===== src/sv/fpr_pkg.sv =====
package fpr_pkg;

	typedef enum logic [2:0] {
		PH_FIRST,
		PH_SECOND,
		PH_HEADER,
		PH_PAYLOAD,
		PH_CHECK
	} phase_t;

	typedef enum logic [1:0] {
		CMD_BYTE,
		CMD_TICK,
		CMD_READ,
		CMD_NOP
	} cmd_t;

	localparam logic [1:0] KIND_PACKET = 2'd0;
	localparam logic [1:0] KIND_ERROR  = 2'd1;
	localparam logic [1:0] KIND_READ   = 2'd2;

	localparam logic [1:0] ERR_VERSION = 2'd0;
	localparam logic [1:0] ERR_LENGTH  = 2'd1;
	localparam logic [1:0] ERR_CRC     = 2'd2;
	localparam logic [1:0] ERR_TIMEOUT = 2'd3;

	localparam int CFG_IDX_W  = 3;
	localparam int CFG_DATA_W = 24;

	localparam logic [CFG_IDX_W-1:0] REG_START_FIRST  = 3'd0;
	localparam logic [CFG_IDX_W-1:0] REG_START_SECOND = 3'd1;
	localparam logic [CFG_IDX_W-1:0] REG_VERSION      = 3'd2;
	localparam logic [CFG_IDX_W-1:0] REG_LIMIT        = 3'd3;
	localparam logic [CFG_IDX_W-1:0] REG_TIMEOUT      = 3'd4;

	localparam int LEN_W  = 11;
	localparam int IDLE_W = 24;

	localparam logic [15:0]       CRC_POLY = 16'h1021;
	localparam logic [15:0]       CRC_SEED = 16'hFFFF;
	localparam logic [IDLE_W-1:0] IDLE_MAX = 24'hFFFFFF;

	typedef struct packed {
		logic [7:0]        start_first;
		logic [7:0]        start_second;
		logic [7:0]        version;
		logic [LEN_W-1:0]  limit;
		logic [IDLE_W-1:0] timeout;
	} cfg_t;

	typedef struct packed {
		logic             valid;
		logic [1:0]       kind;
		logic [1:0]       error_code;
		logic [7:0]       packet_type;
		logic [7:0]       packet_flags;
		logic [15:0]      sequence_res;
		logic [LEN_W-1:0] payload_length;
	} result_t;

	function automatic logic [15:0] crc_byte(input logic [15:0] crc, input logic [7:0] b);
		logic [15:0] c;
		c = crc ^ {b, 8'h00};
		for (int i = 0; i < 8; i++) begin
			if (c[15]) begin
				c = {c[14:0], 1'b0} ^ CRC_POLY;
			end else begin
				c = {c[14:0], 1'b0};
			end
		end
		return c;
	endfunction

endpackage


===== src/sv/fpr_parser.sv =====
module fpr_parser #(
	parameter int PAYLOAD_DEPTH = 1024,
	localparam int AW = (PAYLOAD_DEPTH > 1) ? $clog2(PAYLOAD_DEPTH) : 1
) (
	input  logic             clk,
	input  logic             arst_n,
	input  logic             fire,
	input  logic [1:0]       command,
	input  logic [7:0]       data_byte,
	input  fpr_pkg::cfg_t    cfg,
	output logic             we,
	output logic [AW-1:0]    waddr,
	output logic [7:0]       wdata,
	output fpr_pkg::result_t result
);
	import fpr_pkg::*;

	phase_t            phase_q, phase_d;
	cmd_t              cmd;
	logic [2:0]        hdr_cnt_q;
	logic [7:0]        hdr_q [8];
	logic [LEN_W-1:0]  pay_cnt_q;
	logic [LEN_W-1:0]  pay_next;
	logic [LEN_W-1:0]  len_q;
	logic              chk_cnt_q;
	logic [7:0]        chk_lo_q;
	logic [15:0]       crc_q;
	logic [15:0]       crc_nx;
	logic [IDLE_W-1:0] idle_q;
	logic [IDLE_W-1:0] idle_inc;
	logic [15:0]       len16;
	logic              bad_ver;
	logic              bad_len;
	logic              hdr_last;
	logic              pay_done;
	logic              timeout_hit;
	logic              is_byte;

	assign cmd      = cmd_t'(command);
	assign is_byte  = fire && (cmd == CMD_BYTE);
	assign crc_nx   = crc_byte(crc_q, data_byte);
	assign len16    = {data_byte, hdr_q[6]};
	assign hdr_last = (hdr_cnt_q == 3'd7);
	assign bad_ver  = (hdr_q[0] != cfg.version);
	assign bad_len  = (17'(len16) > 17'(cfg.limit)) || (17'(len16) > 17'(PAYLOAD_DEPTH));
	assign pay_next = pay_cnt_q + LEN_W'(1);
	assign pay_done = (pay_next >= len_q);
	assign idle_inc = (idle_q == IDLE_MAX) ? idle_q : idle_q + IDLE_W'(1);
	assign timeout_hit = (cfg.timeout != '0) && (phase_q != PH_FIRST)
		&& (idle_inc >= cfg.timeout);

	assign we    = is_byte && (phase_q == PH_PAYLOAD)
		&& (17'(pay_cnt_q) < 17'(PAYLOAD_DEPTH));
	assign waddr = AW'(pay_cnt_q);
	assign wdata = data_byte;

	always_comb begin
		phase_d = phase_q;
		if (fire) begin
			if (cmd == CMD_BYTE) begin
				unique case (phase_q)
					PH_FIRST: begin
						if (data_byte == cfg.start_first) begin
							phase_d = PH_SECOND;
						end
					end
					PH_SECOND: begin
						if (data_byte == cfg.start_second) begin
							phase_d = PH_HEADER;
						end else if (data_byte != cfg.start_first) begin
							phase_d = PH_FIRST;
						end
					end
					PH_HEADER: begin
						if (hdr_last) begin
							if (bad_ver || bad_len) begin
								phase_d = PH_FIRST;
							end else if (len16 == 16'd0) begin
								phase_d = PH_CHECK;
							end else begin
								phase_d = PH_PAYLOAD;
							end
						end
					end
					PH_PAYLOAD: begin
						if (pay_done) begin
							phase_d = PH_CHECK;
						end
					end
					PH_CHECK: begin
						if (chk_cnt_q) begin
							phase_d = PH_FIRST;
						end
					end
					default: phase_d = PH_FIRST;
				endcase
			end else if (cmd == CMD_TICK && timeout_hit) begin
				phase_d = PH_FIRST;
			end
		end
	end

	always_comb begin
		result = '0;
		if (fire) begin
			unique case (cmd)
				CMD_BYTE: begin
					if (phase_q == PH_HEADER && hdr_last) begin
						if (bad_ver) begin
							result.valid      = 1'b1;
							result.kind       = KIND_ERROR;
							result.error_code = ERR_VERSION;
						end else if (bad_len) begin
							result.valid      = 1'b1;
							result.kind       = KIND_ERROR;
							result.error_code = ERR_LENGTH;
						end
					end else if (phase_q == PH_CHECK && chk_cnt_q) begin
						result.valid = 1'b1;
						if ({data_byte, chk_lo_q} != crc_q) begin
							result.kind       = KIND_ERROR;
							result.error_code = ERR_CRC;
						end else begin
							result.kind           = KIND_PACKET;
							result.packet_type    = hdr_q[1];
							result.packet_flags   = hdr_q[2];
							result.sequence_res   = {hdr_q[5], hdr_q[4]};
							result.payload_length = len_q;
						end
					end
				end
				CMD_TICK: begin
					if (timeout_hit) begin
						result.valid      = 1'b1;
						result.kind       = KIND_ERROR;
						result.error_code = ERR_TIMEOUT;
					end
				end
				CMD_READ: begin
					result.valid = 1'b1;
					result.kind  = KIND_READ;
				end
				default: ;
			endcase
		end
	end

	always_ff @(posedge clk) begin
		if (is_byte && phase_q == PH_HEADER) begin
			hdr_q[hdr_cnt_q] <= data_byte;
		end
	end

	always_ff @(posedge clk or negedge arst_n) begin
		if (!arst_n) begin
			phase_q   <= PH_FIRST;
			hdr_cnt_q <= '0;
			pay_cnt_q <= '0;
			len_q     <= '0;
			chk_cnt_q <= 1'b0;
			chk_lo_q  <= '0;
			crc_q     <= CRC_SEED;
			idle_q    <= '0;
		end else begin
			phase_q <= phase_d;
			if (fire) begin
				case (cmd)
					CMD_BYTE: begin
						idle_q <= '0;
						case (phase_q)
							PH_SECOND: begin
								if (data_byte == cfg.start_second) begin
									hdr_cnt_q <= '0;
									crc_q     <= CRC_SEED;
								end
							end
							PH_HEADER: begin
								hdr_cnt_q <= hdr_cnt_q + 3'd1;
								crc_q     <= crc_nx;
								if (hdr_last) begin
									len_q     <= len16[LEN_W-1:0];
									pay_cnt_q <= '0;
									chk_cnt_q <= 1'b0;
								end
							end
							PH_PAYLOAD: begin
								pay_cnt_q <= pay_next;
								crc_q     <= crc_nx;
							end
							PH_CHECK: begin
								if (!chk_cnt_q) begin
									chk_lo_q  <= data_byte;
									chk_cnt_q <= 1'b1;
								end else begin
									chk_cnt_q <= 1'b0;
								end
							end
							default: ;
						endcase
					end
					CMD_TICK: idle_q <= timeout_hit ? '0 : idle_inc;
					default: ;
				endcase
			end
		end
	end

endmodule


===== config.mk =====
export PLATFORM = sky130hd
export DESIGN_NAME = fpr_parser
export DESIGN_NICKNAME = d
export VERILOG_FILES = /design/src/sv/fpr_pkg.sv /design/src/sv/fpr_parser.sv
export SDC_FILE = /design/constraint.sdc
export NUM_CORES = 1
export LEC_CHECK = 0
export BUFFER_PORTS_ARGS = -buffer_cell sky130_fd_sc_hd__clkbuf_2
export CAP_MARGIN = 20
export CORE_MARGIN = 2
export CORE_UTILIZATION = 51
export DETAILED_ROUTE_END_ITERATION = 16
export PLACE_DENSITY = 0.78
export SYNTH_ARGS = -nofsm -noshare
export SYNTH_HDL_FRONTEND = slang
export SYNTH_SLANG_ARGS = --single-unit

===== constraint.sdc =====
create_clock -name clk -period 4.3 [get_ports clk]
set_clock_uncertainty 0.2 [all_clocks]
set_input_delay 0.215 -clock clk [delete_from_list [all_inputs] [get_ports clk]]
set_output_delay 0.215 -clock clk [all_outputs]
set_load 0.05 [all_outputs]

======== Word level (Yosys, flattened, before mapping) ========
Memory sizes are Yosys's and may differ from the RTL's.
Cells that the tools add are included.
storage, ports and cells
  register bits after elaboration ......... 77
  RAM bits ................................ 64
  input bits .............................. 72
  output and inout port bits .............. 67
  word-level logic and storage cells ...... 124
  memories ................................ 1
memory list
  name   words  bits a word  rd ports  clocked after Yosys merged registers in  write ports  RTL line          RTL
  hdr_q  8      8            6         0                                        1            fpr_parser.sv:21  logic [7:0] hdr_q [8];
operators by class
  $add $sub $neg .......................... 3
  magnitude comparators ................... 5
  eq/ne operators ......................... 20
  mux-type cells .......................... 46
  bitwise logic cells ..................... 10
  reductions and logical operators ........ 31
operators by type and width
  cell                                                  count
  two-way mux 43 bit                                    3
  two-way mux 13 bit                                    8
  two-way mux 48 bit                                    2
  two-way mux 24 bit                                    2
  case mux 24 bit (2 select lines)                      1
  two-way mux 3 bit                                     11
  case mux 16 bit (2 select lines)                      1
  adder 24 x 1 -> 24 bit, second input constant         1
  equality test 24 bit, second input constant           1
  >= comparator 24 bit                                  1
  inverter 3 bit                                        8
  AND reduction 4 bit                                   6
  nonzero test 24 bit                                   1
  case mux 11 bit (2 select lines)                      1
  two-way mux 5 bit                                     4
  equality test 8 bit                                   2
  > comparator 16 x 11 -> 1 bit                         1
  > comparator 16 x 11 -> 1 bit, second input constant  1
  zero test 16 bit                                      1
  two-way mux 16 bit                                    1
  != test 16 bit                                        1
  != test 8 bit                                         2
  XOR 16 bit                                            1
  case mux 3 bit (5 select lines)                       1
  29 further kinds                                      53

======== Depth between registers and ports, before layout ========
Gate-level depths: netlist of run 1.
  depth in word-level cells ............... 18
  gate-level depth with buffers ........... 18
  mapped depth without buffers ............ 16

======== Worst setup path after synthesis of run 1 ========
No wires, ideal clock.
  path type ............................... register to output
  from .................................... register idle_q[16]
  to ...................................... output port result[45] (netlist name)
  data arrival time ....................... 3.862 ns
  data required time ...................... 3.885 ns
  path slack .............................. 0.023 ns
  stages on the path, launching flop included .. 16
  path buffers ............................ 0
  cell sequence ........................... dfrtp_1 > nand3_2 > or4_4 > nor4_4 > nor2_1 > nand4_1 > nor2_1 > xor2_1 > ha_1 > and4_1 > a221o_1 > a2111oi_0 > a21oi_1 > and3b_1 > nand2_1 > o21ai_0
RTL lines
  what                    RTL line           RTL
  from (decl)             fpr_parser.sv:29   logic [IDLE_W-1:0] idle_q;
  from (signal assigned)  fpr_parser.sv:201  CMD_TICK: idle_q <= timeout_hit ? '0 : idle_inc;
  to (decl)               fpr_parser.sv:14   output fpr_pkg::result_t result

==> flow_summary.toml, run 1 <==
[outcome]
outcome = "complete, but fails checks"
violations = "setup timing"

[setup_path]
critPathLaunchType = "flop"
reg2reg_depth = 27
required_ps = 3880
crit_fanout = 4
critPathKind = "flop to output pin"
r2r_end = "idle_q[23]"
r2r_slack_ps = -100
timing.rr.start = "idle_q[6]"
end_kind = "output pin"
cp.arrival_ps = 4310

[sta]
hold_violations = 0
report.final.slew_viol_count = 0
timing.fmax_ghz = 0.212
setup_tns_ps = -1840
finalCritPeriodShare_pct = 110
rsz0062_at_grt = "true"
finalSetupViolCount = 13
worst_pin_slew_ps = 962
layout_setup_ws_ps = -425
whs_ps = 59.4
relSlewSlack_pct = 35.9
min_period_ps = 4730

[detailed_routing]
via_per_inst = 5.73
drcViolationCount = 0
drtPass1Iterations = 5
drtIter0Drc = 565
vias = 6700
wire_per_inst_um = 17.9
finalWirelength_um = 21000
postRouteAntennaNets = 0

[clock_network]
cts_max_level = 4
cts_num_sinks = 125
numCtsBuffers = 17
clk_pin_slew_ps = 60
clock_path_buffers = 2
clk_latency_ps = 430
cts_tree = "done"
cts-root-buf = "clkbuf_16"

[synthesis]
synth_top_area_cell = "dfrtp_1"
syn_area_mm2 = 0.00777
ys_types = 64
async_flop_share_pct = 61.6
syn_inst = 789
synth_top_cell_area_share_pct = 19.7
synth_edf_count = 48
syn_avg_cell_area_um2 = 9.84
synth_ff_type = "dfrtp_1"
synth_nets = 911
synthTopCellsByArea = "dfrtp_1, edfxtp_1, ha_1, xnor2_1, dfstp_2"
synth-seq-cells = 125
ys_warn_count = 0
yosysSeqAreaShare_pct = 43.6

[global_route]
grt_pass1_wl_um = 32300
antenna_found_initial = 0
overflow = 0
grt.total_usage_pct = 25.5
grt_pass1_vias = 6356
grt_max_degree = 78

[worst_hold_path]
hold_path_end = "hdr_q[4][4]"
hold_path.class = "input pin to flop"
hold_depth = 1
hold_start = "data_byte[4]"

[die]
dieArea_mm2 = 0.0162
core_mm2 = 0.0150
die_w_um = 127
initial_core_util_pct = 51.7
placementRows = 45
io_pins = 139
die_y_um = 127

[placement]
gp_congestion = 0.896
io_buffer_count = 138
post-place-cells = 1101
dpl_cell_area_mm2 = 0.00872
pre_cts_slack_ps = -59.3
dp_hpwl_um = 13400

[cells_and_area]
final_cell_mix = "clkbuf_2, buf_4, nor2_1, dfrtp_1, xnor2_1"
final.fill_count = 1127
post-route-util_pct = 64.9
drive_above_1_share_pct = 31.3
antenna_cells = 0
syn_to_final_growth_pct = 25.7
instances_no_fill = 1169
post-route-cell-area_mm2 = 0.00976
nNetsFinal = 1090
layout_commonest_cell = "clkbuf_2"

[power_and_ir_drop]
leakage_nw = 4.59
vdd_ir_drop_max_uv = 313
power_density_mw_per_mm2 = 390
finalPower_mw = 3.81

[flow_run]
cap_viol_max_count = 0
[layer usage]
layer	track usage (%)	vias up	wire [um]
met2	40.9	309	10000
met4	13.4	0	1040
li1	-	3137	-
met3	6.11	88	1470
met1	32.2	3166	8400
met5	0	-	0
[how the worst max path moves through the flow]
stage                     depth (start not counted)  startpoint          to
final                                            15  idle_q[23]  result[47]
after global routing                             16  idle_q[23]  result[44]
after global placement                           12  idle_q[19]  result[47]
after detailed placement                         13  idle_q[19]  result[47]
after floorplan                                  15  idle_q[16]  result[45]
after CTS                                        13  idle_q[23]  result[47]
[cell usage after synthesis (all sizes together), types with 14 or more instances]
library cell   n
nor2          65
dfrtp         61
nand2         55
xnor2         55
inv           53
ha            50
edfxtp        48
o21ai         39
and2          35
xor2          32
clkbuf        26
nor3          26
a21oi         21
buf           20
mux2          19
a22o          18
nand3         18
nor4          17
a31oi         16
dfstp         16
nand4         16
and3          14
[flip-flops by register name, indices dropped and copies added (netlist names)]
| register | cells |
|---|---|
| chk_cnt_q | 1 |
| pay_cnt_q | 11 |
| hdr_q | 48 |
| len_q | 11 |
| chk_lo_q | 8 |
| crc_q | 16 |
| phase_q | 3 |
| idle_q | 24 |
| hdr_cnt_q | 3 |
[logic make-up (layout without fill, tap and decap cells)]
group | count (synthesis) | in the layout | synth area share [%]
simple gates | 278 | 278 | 19.1
compound gates | 131 | 131 | 11.0
flops | 125 | 125 | 43.6
buf+inv | 99 | 291 | 5.67
xor+xnor | 87 | 87 | 9.81
fa+ha+maj | 50 | 50 | 8.06
mux | 19 | 19 | 2.76
[repair_timing]
action	in CTS	in global routing
gates cloned	0	0
pin swaps	11	5
hold endpoints to repair	67	7
buffers inserted	30	4
hold buffers	3	1
resized for setup	37	9
endpoints found under the setup margin	25	31
[worst max-delay path, cell delays in order, from the launching register on]
cell and delay [ps]:
dfrtp_1 390, nand2_1 70, or4_4 570, or4_4 520, nand2b_4 120, nor2_4 40, and3_4 180, xor2_1 140
ha_1 320, nand4_1 140, nor3_1 90, a2111oi_2 420, a21oi_2 110, and3b_2 260, o31a_1 320, buf_8 160
[cell type report]
type,count,area [um2],area share (%)
repair buffers,206,1290,13.2
well taps,188,235,2.41
clock inverters,12,108,1.10
multi-input cells,565,4080,41.8
clock buffers,20,468,4.79
inverters,53,199,2.04
flip-flops and latches,125,3390,34.7
[report_power, final]
group / leakage [nW] / internal [mW] / switching, mW / total, mW
clock network: 0.279 / 0.846 / 0.549 / 1.39
logic: 2.88 / 0.390 / 0.456 / 0.847
registers: 1.44 / 1.43 / 0.137 / 1.57
total: 4.59 / 2.67 / 1.14 / 3.81
(Power assumes the default switching activity.)
==> run 2, diff against run 1 <==
GPL_TIMING_DRIVEN = 0   (was not set)
==> run 2 against run 1 <==
Net effect:
- the run still ends with setup timing left
- sequential power about the same
- final area up 0.76%
- critical path type unchanged
- combinational power up 2.7%
- sequential share of layout area down 0.20 points
- register-to-register slack worse by 170 ps
- hold slack better by 1.9 ps
- flip-flop and latch count unchanged
==> flow_summary.toml, run 2 (synthesis gave the netlist of run 1 again) <==
[outcome]
outcome = "complete, but fails checks"
violations = "setup timing"

[setup_path]
crit_fanout = 4
end_kind = "output pin"
critPathLaunchType = "flop"
cp.arrival_ps = 4490
required_ps = 3880
critPathKind = "flop to output pin"

[clock_network]
clk_latency_ps = 430
cts-root-buf = "clkbuf_16"
numCtsBuffers = 17
cts_num_sinks = 125
cts_max_level = 4
cts_tree = "done"
clk_pin_slew_ps = 60
clock_path_buffers = 2

[placement]
gp_congestion = 0.914
dp_hpwl_um = 13700
io_buffer_count = 137
post-place-cells = 1117

[global_route]
overflow = 0
grt.total_usage_pct = 24.7
grt_max_degree = 49
grt_pass1_vias = 6272
met1_usage_pct = 31.1
met2_usage_pct = 40.7
top_usage_layer = "met2"
globalRouteMet3Util_pct = 5.32
antenna_found_initial = 0
grt_pass1_wl_um = 31300

[cells_and_area]
regMostFlops = "hdr_q"
drive_above_1_share_pct = 30.5
largest_reg_flops = 48
nNetsFinal = 1107
syn_to_final_growth_pct = 26.6
regArea_mm2 = 0.00339
final.fill_count = 1118
final_cell_mix = "clkbuf_2, nor2_1, dfrtp_1, xnor2_1"
instances_no_fill = 1186
multi_input_comb_area_mm2 = 0.00412
reg_top3 = "hdr_q x48, idle_q x24, crc_q x16"
antenna_cells = 0
layout_commonest_cell = "clkbuf_2"

[die]
initial_core_util_pct = 51.7
die_y_um = 127
placementRows = 45
dieArea_mm2 = 0.0162
die_w_um = 127
io_pins = 139
core_mm2 = 0.0150

[power_and_ir_drop]
power_frac_seq_pct = 40.7
leakage_nw = 4.61
clkPwrFrac_pct = 36.5
p_sw_share_pct = 30.1
switchingPower_mw = 1.15
power_density_mw_per_mm2 = 389
finalPower_mw = 3.82
pwr-share-comb_pct = 22.8
intPower_mw = 2.67
vdd_ir_drop_max_uv = 298

[detailed_routing]
drcViolationCount = 0
via_per_inst = 5.63
wire_per_inst_um = 17.1
vias = 6679
postRouteAntennaNets = 0
finalWirelength_um = 20300
drtPass1Iterations = 5
drtIter0Drc = 590

[sta]
setup_tns_ps = -5590
rsz0062_at_grt = "true"
timing.fmax_ghz = 0.204
hold_violations = 0
report.final.slew_viol_count = 0
finalSetupViolCount = 23
relSlewSlack_pct = 37.7
finalCritPeriodShare_pct = 114
min_period_ps = 4900
layout_setup_ws_ps = -601
worst_pin_slew_ps = 931

[worst_hold_path]
hold_path.class = "input pin to flop"

[flow_run]
cap_viol_max_count = 0
run 2: changes by cell type in the layout (fill, tap and decap cells not counted), sizes merged:
cell,previous run,this run
clkinv,4,7
inv,57,54
clkbuf,155,179
buf,67,58
clkinvlp,3,4
bufinv,1,2
run 2: metrics by stage:
stage / cell area [um2] / utilization (%) / hold WS, ps / worst slack (ps)
after global placement: 8690 / 57.8 / 290 / -1080
after global routing: 9830 / 65.4 / 76.6 / -691
final: 9830 / 65.4 / 61.3 / -601
after detailed placement: 8730 / 58.1 / 26.8 / -1120
after floorplan: 7770 / - / -281 / 23.0
after CTS: 9700 / 64.5 / 58.5 / -410
run 2: area by class of cell:
cell class              instances  area share, %
multi-input cells             565           41.9
flip-flops and latches        125           34.5
repair buffers                178           10.8
clock buffers                  18           4.36
plain buffers                  45           2.52
well taps                     188           2.39
inverters                      53           2.02
clock inverters                14           1.49
run 2: final timing paths:
check                              from      endpoint  slack [ps]  cells past startpoint
max                          idle_q[21]    result[44]        -600                     16
max in group asynchronous        arst_n      crc_q[3]        3120                      3
min in group asynchronous        arst_n  pay_cnt_q[0]         110                      2
min                        data_byte[4]   hdr_q[2][4]          60                      1
max reg2reg                  idle_q[21]    idle_q[23]        -270                     16
min reg2reg                    len_q[5]      len_q[5]         300                      1
run 2: power groups by stage:
stage | Combinational (mW) | Clock, mW | Sequential [mW]
2_1_floorplan | 0.627 | 0 | 1.55
3_3_place_gp | 0.800 | 0 | 1.57
3_5_place_dp | 0.819 | 0 | 1.58
4_1_cts | 0.851 | 1.40 | 1.56
5_1_grt | 0.957 | 1.45 | 1.57
6_report | 0.870 | 1.40 | 1.56
run 2: what timing repair did:
action / in CTS / in global routing
resized for setup: 43 / 22
pin swaps: 18 / 18
buffers inserted: 27 / 6
endpoints found under the setup margin: 31 / 25
endpoints found under the hold margin: 79 / 0
hold buffers: 4 / 0
run 2: worst max-delay path, cell delays in order, from the launching register on:
cell	delay, ps
dfrtp_1	370
nand2_2	70
or4_4	560
or4_4	580
nand2b_4	100
nor2_4	50
and3_4	170
xor2_1	140
ha_1	340
nand4_1	190
nor4_4	410
o311ai_4	180
a21oi_2	160
and3b_2	260
a31oi_1	60
nor2_1	180
clkbuf_8	220
run 2: metal layers:
| layer | wire, um | up-vias |
|---|---|---|
| li1 | - | 3181 |
| met1 | 8540 | 3203 |
| met2 | 9910 | 236 |
| met3 | 1070 | 59 |
| met4 | 746 | 0 |
| met5 | 0 | - |
==> run 3, diff against run 2 <==
ABC_AREA = 1   (was not set)
CORE_UTILIZATION = 40   (was 51)
PLACE_DENSITY = 0.63   (was 0.78)
==> run 3 against run 2 <==
Net effect:
- the flow now finishes without violations
- worst setup slack improved by 860 ps
- synthesized cell count increased by 31%
- fmax increased by 21%
- routed wire length increased by 6.3%
- hold slack got worse by 49 ps
- combinational power decreased by 56%
- via count increased by 8.4%
- final area increased by 3.3%
==> flow_summary.toml, run 3 <==
[synthesis]
synth_top_family_by_area = "simple AND/OR/NAND/NOR gates"
synth_nets = 1153
ys_warn_count = 0
synth-seq-cells = 125
synth-adder-area-share_pct = 7.49
synth_top_area_cell = "dfrtp_1"
muxShareOfSynthArea_pct = 0
syn_area_mm2 = 0.00836
ys_types = 45
yosysSeqAreaShare_pct = 40.5
synth_ff_type = "dfrtp_1"
syn_inst = 1031
synth-simple-area-share_pct = 26.3
synth_common_cells = "nand2_1, inv_1, nor2_1"
syn_avg_cell_area_um2 = 8.11
synth_compound_area_share_pct = 8.20
yosysMostFrequentCell = "nand2_1"
synth_xor_area_share_pct = 6.56
synthTopCellsByArea = "dfrtp_1, edfxtp_1, nand2_1, ha_1, inv_1"
async_flop_share_pct = 61.6
synth_edf_count = 48
synth_top_cell_area_share_pct = 18.3

[placement]
post-place-cells = 1442
io_buffer_count = 138
gp_congestion = 0.852
dpl_cell_area_mm2 = 0.00944
dp_hpwl_um = 16600

[sta]
worst_pin_slew_ps = 1100
setup_tns_ps = 0
report.final.slew_viol_count = 0
rsz0062_at_grt = "false"
timing.fmax_ghz = 0.247
min_period_ps = 4050
finalSetupViolCount = 0
relSlewSlack_pct = 25.9
finalCritPeriodShare_pct = 94.1
hold_violations = 0

[setup_path]
end_kind = "output pin"
cp.arrival_ps = 3630
path_cells = "ha_2 > nand2_2 > nor2_4 > nand3_4 > nor3_4 > nand2_2 > nor2_4 > xor2_2 > inv_1 > ha_1 > nand2_1 > nor2_1 > nand4_1 > nor2_1 > nand2_1 > nand3_2 > nand3_2 > nand2_1 > inv_1 > nor2_1 > buf_2"
required_ps = 3880
critPathLaunchType = "flop"
cp_slowest_cell = "dfrtp_1"
crit_fanout = 4
slowest_delay_ps = 370
critPathKind = "flop to output pin"

[clock_network]
clk_pin_slew_ps = 50
clock_path_buffers = 2
clk_latency_ps = 420
cts_tree = "done"
numCtsBuffers = 17
cts_num_sinks = 125
cts-root-buf = "clkbuf_16"
cts_max_level = 4

[detailed_routing]
postRouteAntennaNets = 0
drtPass1Iterations = 5
vias = 7238
via_per_inst = 4.88
drcViolationCount = 0
wire_per_inst_um = 14.5
finalWirelength_um = 21500
drtIter0Drc = 564

[cells_and_area]
reg_top3 = "hdr_q x48, idle_q x24, crc_q x16"
multi_input_comb_area_mm2 = 0.00410
antenna_cells = 0
regMostFlops = "hdr_q"
post-route-cell-area_mm2 = 0.0102
instances_no_fill = 1482
final_cell_mix = "nand2_1, inv_1, clkbuf_2, nor2_1, o21ai_0"
final.fill_count = 1972
layout_commonest_cell = "nand2_1"
drive_above_1_share_pct = 23.5
syn_to_final_growth_pct = 21.5
largest_reg_flops = 48
regArea_mm2 = 0.00339
nNetsFinal = 1322

[power_and_ir_drop]
vdd_ir_drop_max_uv = 213
power_density_mw_per_mm2 = 312
leakage_nw = 5.02

[global_route]
grt_max_degree = 58
overflow = 0
grt_pass1_wl_um = 35100
grt.total_usage_pct = 20.4
grt_pass1_vias = 6921
antenna_found_initial = 0

[worst_hold_path]
hold_path.class = "input pin to flop"

[die]
die_y_um = 149
placementRows = 52
io_pins = 139
die_w_um = 149
initial_core_util_pct = 41.0
core_mm2 = 0.0204
dieArea_mm2 = 0.0221

[flow_run]
cap_viol_max_count = 0

[outcome]
outcome = "finished, final reports clean"
==> run 3: cell count changes after synthesis, moves of 23 or more <==
| cell | change |
|---|---|
| and2_1 | -34 |
| inv_1 | +103 |
| nand2_1 | +172 |
| nor3b_1 | +32 |
| o21ai_0 | +33 |
| xnor2_1 | -23 |
==> run 3: final timing paths <==
kind / slack (ps) / from / cells after the start / to
min in group asynchronous: 70 / arst_n / 2 / len_q[0]
max in group asynchronous: 3180 / arst_n / 3 / crc_q[3]
setup reg to reg: 600 / idle_q[0] / 21 / idle_q[21]
hold reg to reg: 290 / len_q[6] / 2 / len_q[6]
hold / removal: 10 / fire / 5 / phase_q[0]
setup / recovery: 250 / idle_q[0] / 21 / result[44]
==> run 3: cell type report <==
class | count | share of cell area, %
buffer | 38 | 2.67
sequential | 125 | 33.4
clock buffer | 18 | 4.23
multi-input combinational | 697 | 40.3
clock inverter | 13 | 1.71
tap | 270 | 3.33
timing repair buffer | 150 | 8.04
inverter | 171 | 6.33
==> run 3: cells by family (layout without fill, tap and decap cells) <==
kind of cell               Yosys count  after routing
AOI/OAI and AO/OA                  126            126
xor gates and xnor gates            60             60
adders and majority gates           50             50
buffers and inverters              209            390
DFF                                125            125
and+or+nand+nor                    461            461
==> run 3: where the power goes <==
part	internal, mW	switching [mW]	total [mW]	leakage [nW]
clock network	0.958	0.520	1.48	0.288
registers	1.28	0.0332	1.31	1.40
logic	0.148	0.237	0.384	3.33
==> run 3: routing by layer <==
metal | GRT usage (%) | vias up | wire [um] | part of all wire, %
met5 | 0 | - | 0 | 0
met4 | 6.71 | 0 | 482 | 2.2
met3 | 3.71 | 36 | 980 | 4.5
met2 | 34.2 | 200 | 10500 | 49
met1 | 26.6 | 3321 | 9600 | 45
li1 | - | 3681 | - | -
==> run 3: per-stage QoR <==
stage / total power, mW / utilization [%] / setup WS [ps] / hold WS (ps)
after detailed placement: 1.71 / 46.4 / 521 / -31.0
after global placement: 1.70 / 46.1 / 541 / 269
after global routing: 3.31 / 49.9 / 7.08 / 9.84
after CTS: 3.19 / 49.5 / 53.2 / 1.48
final: 3.17 / 49.9 / 255 / 12.5
after floorplan: 1.57 / - / 698 / -281
==> run 3: critical path, delay by kind of cell (launching register included) <==
| family | cells | cell delay, ps |
|---|---|---|
| buf+inv | 3 | 410 |
| flops | 1 | 370 |
| xor+xnor | 1 | 200 |
| simple gates | 15 | 1750 |
| fa+ha+maj | 2 | 480 |
==> run 3: repair_timing <==
item	4_1_cts	5_1_grt
hold buffers	3	0
setup endpoints to repair	0	4
buffers inserted	0	4
gates resized for setup	0	14
hold endpoints to repair	79	0
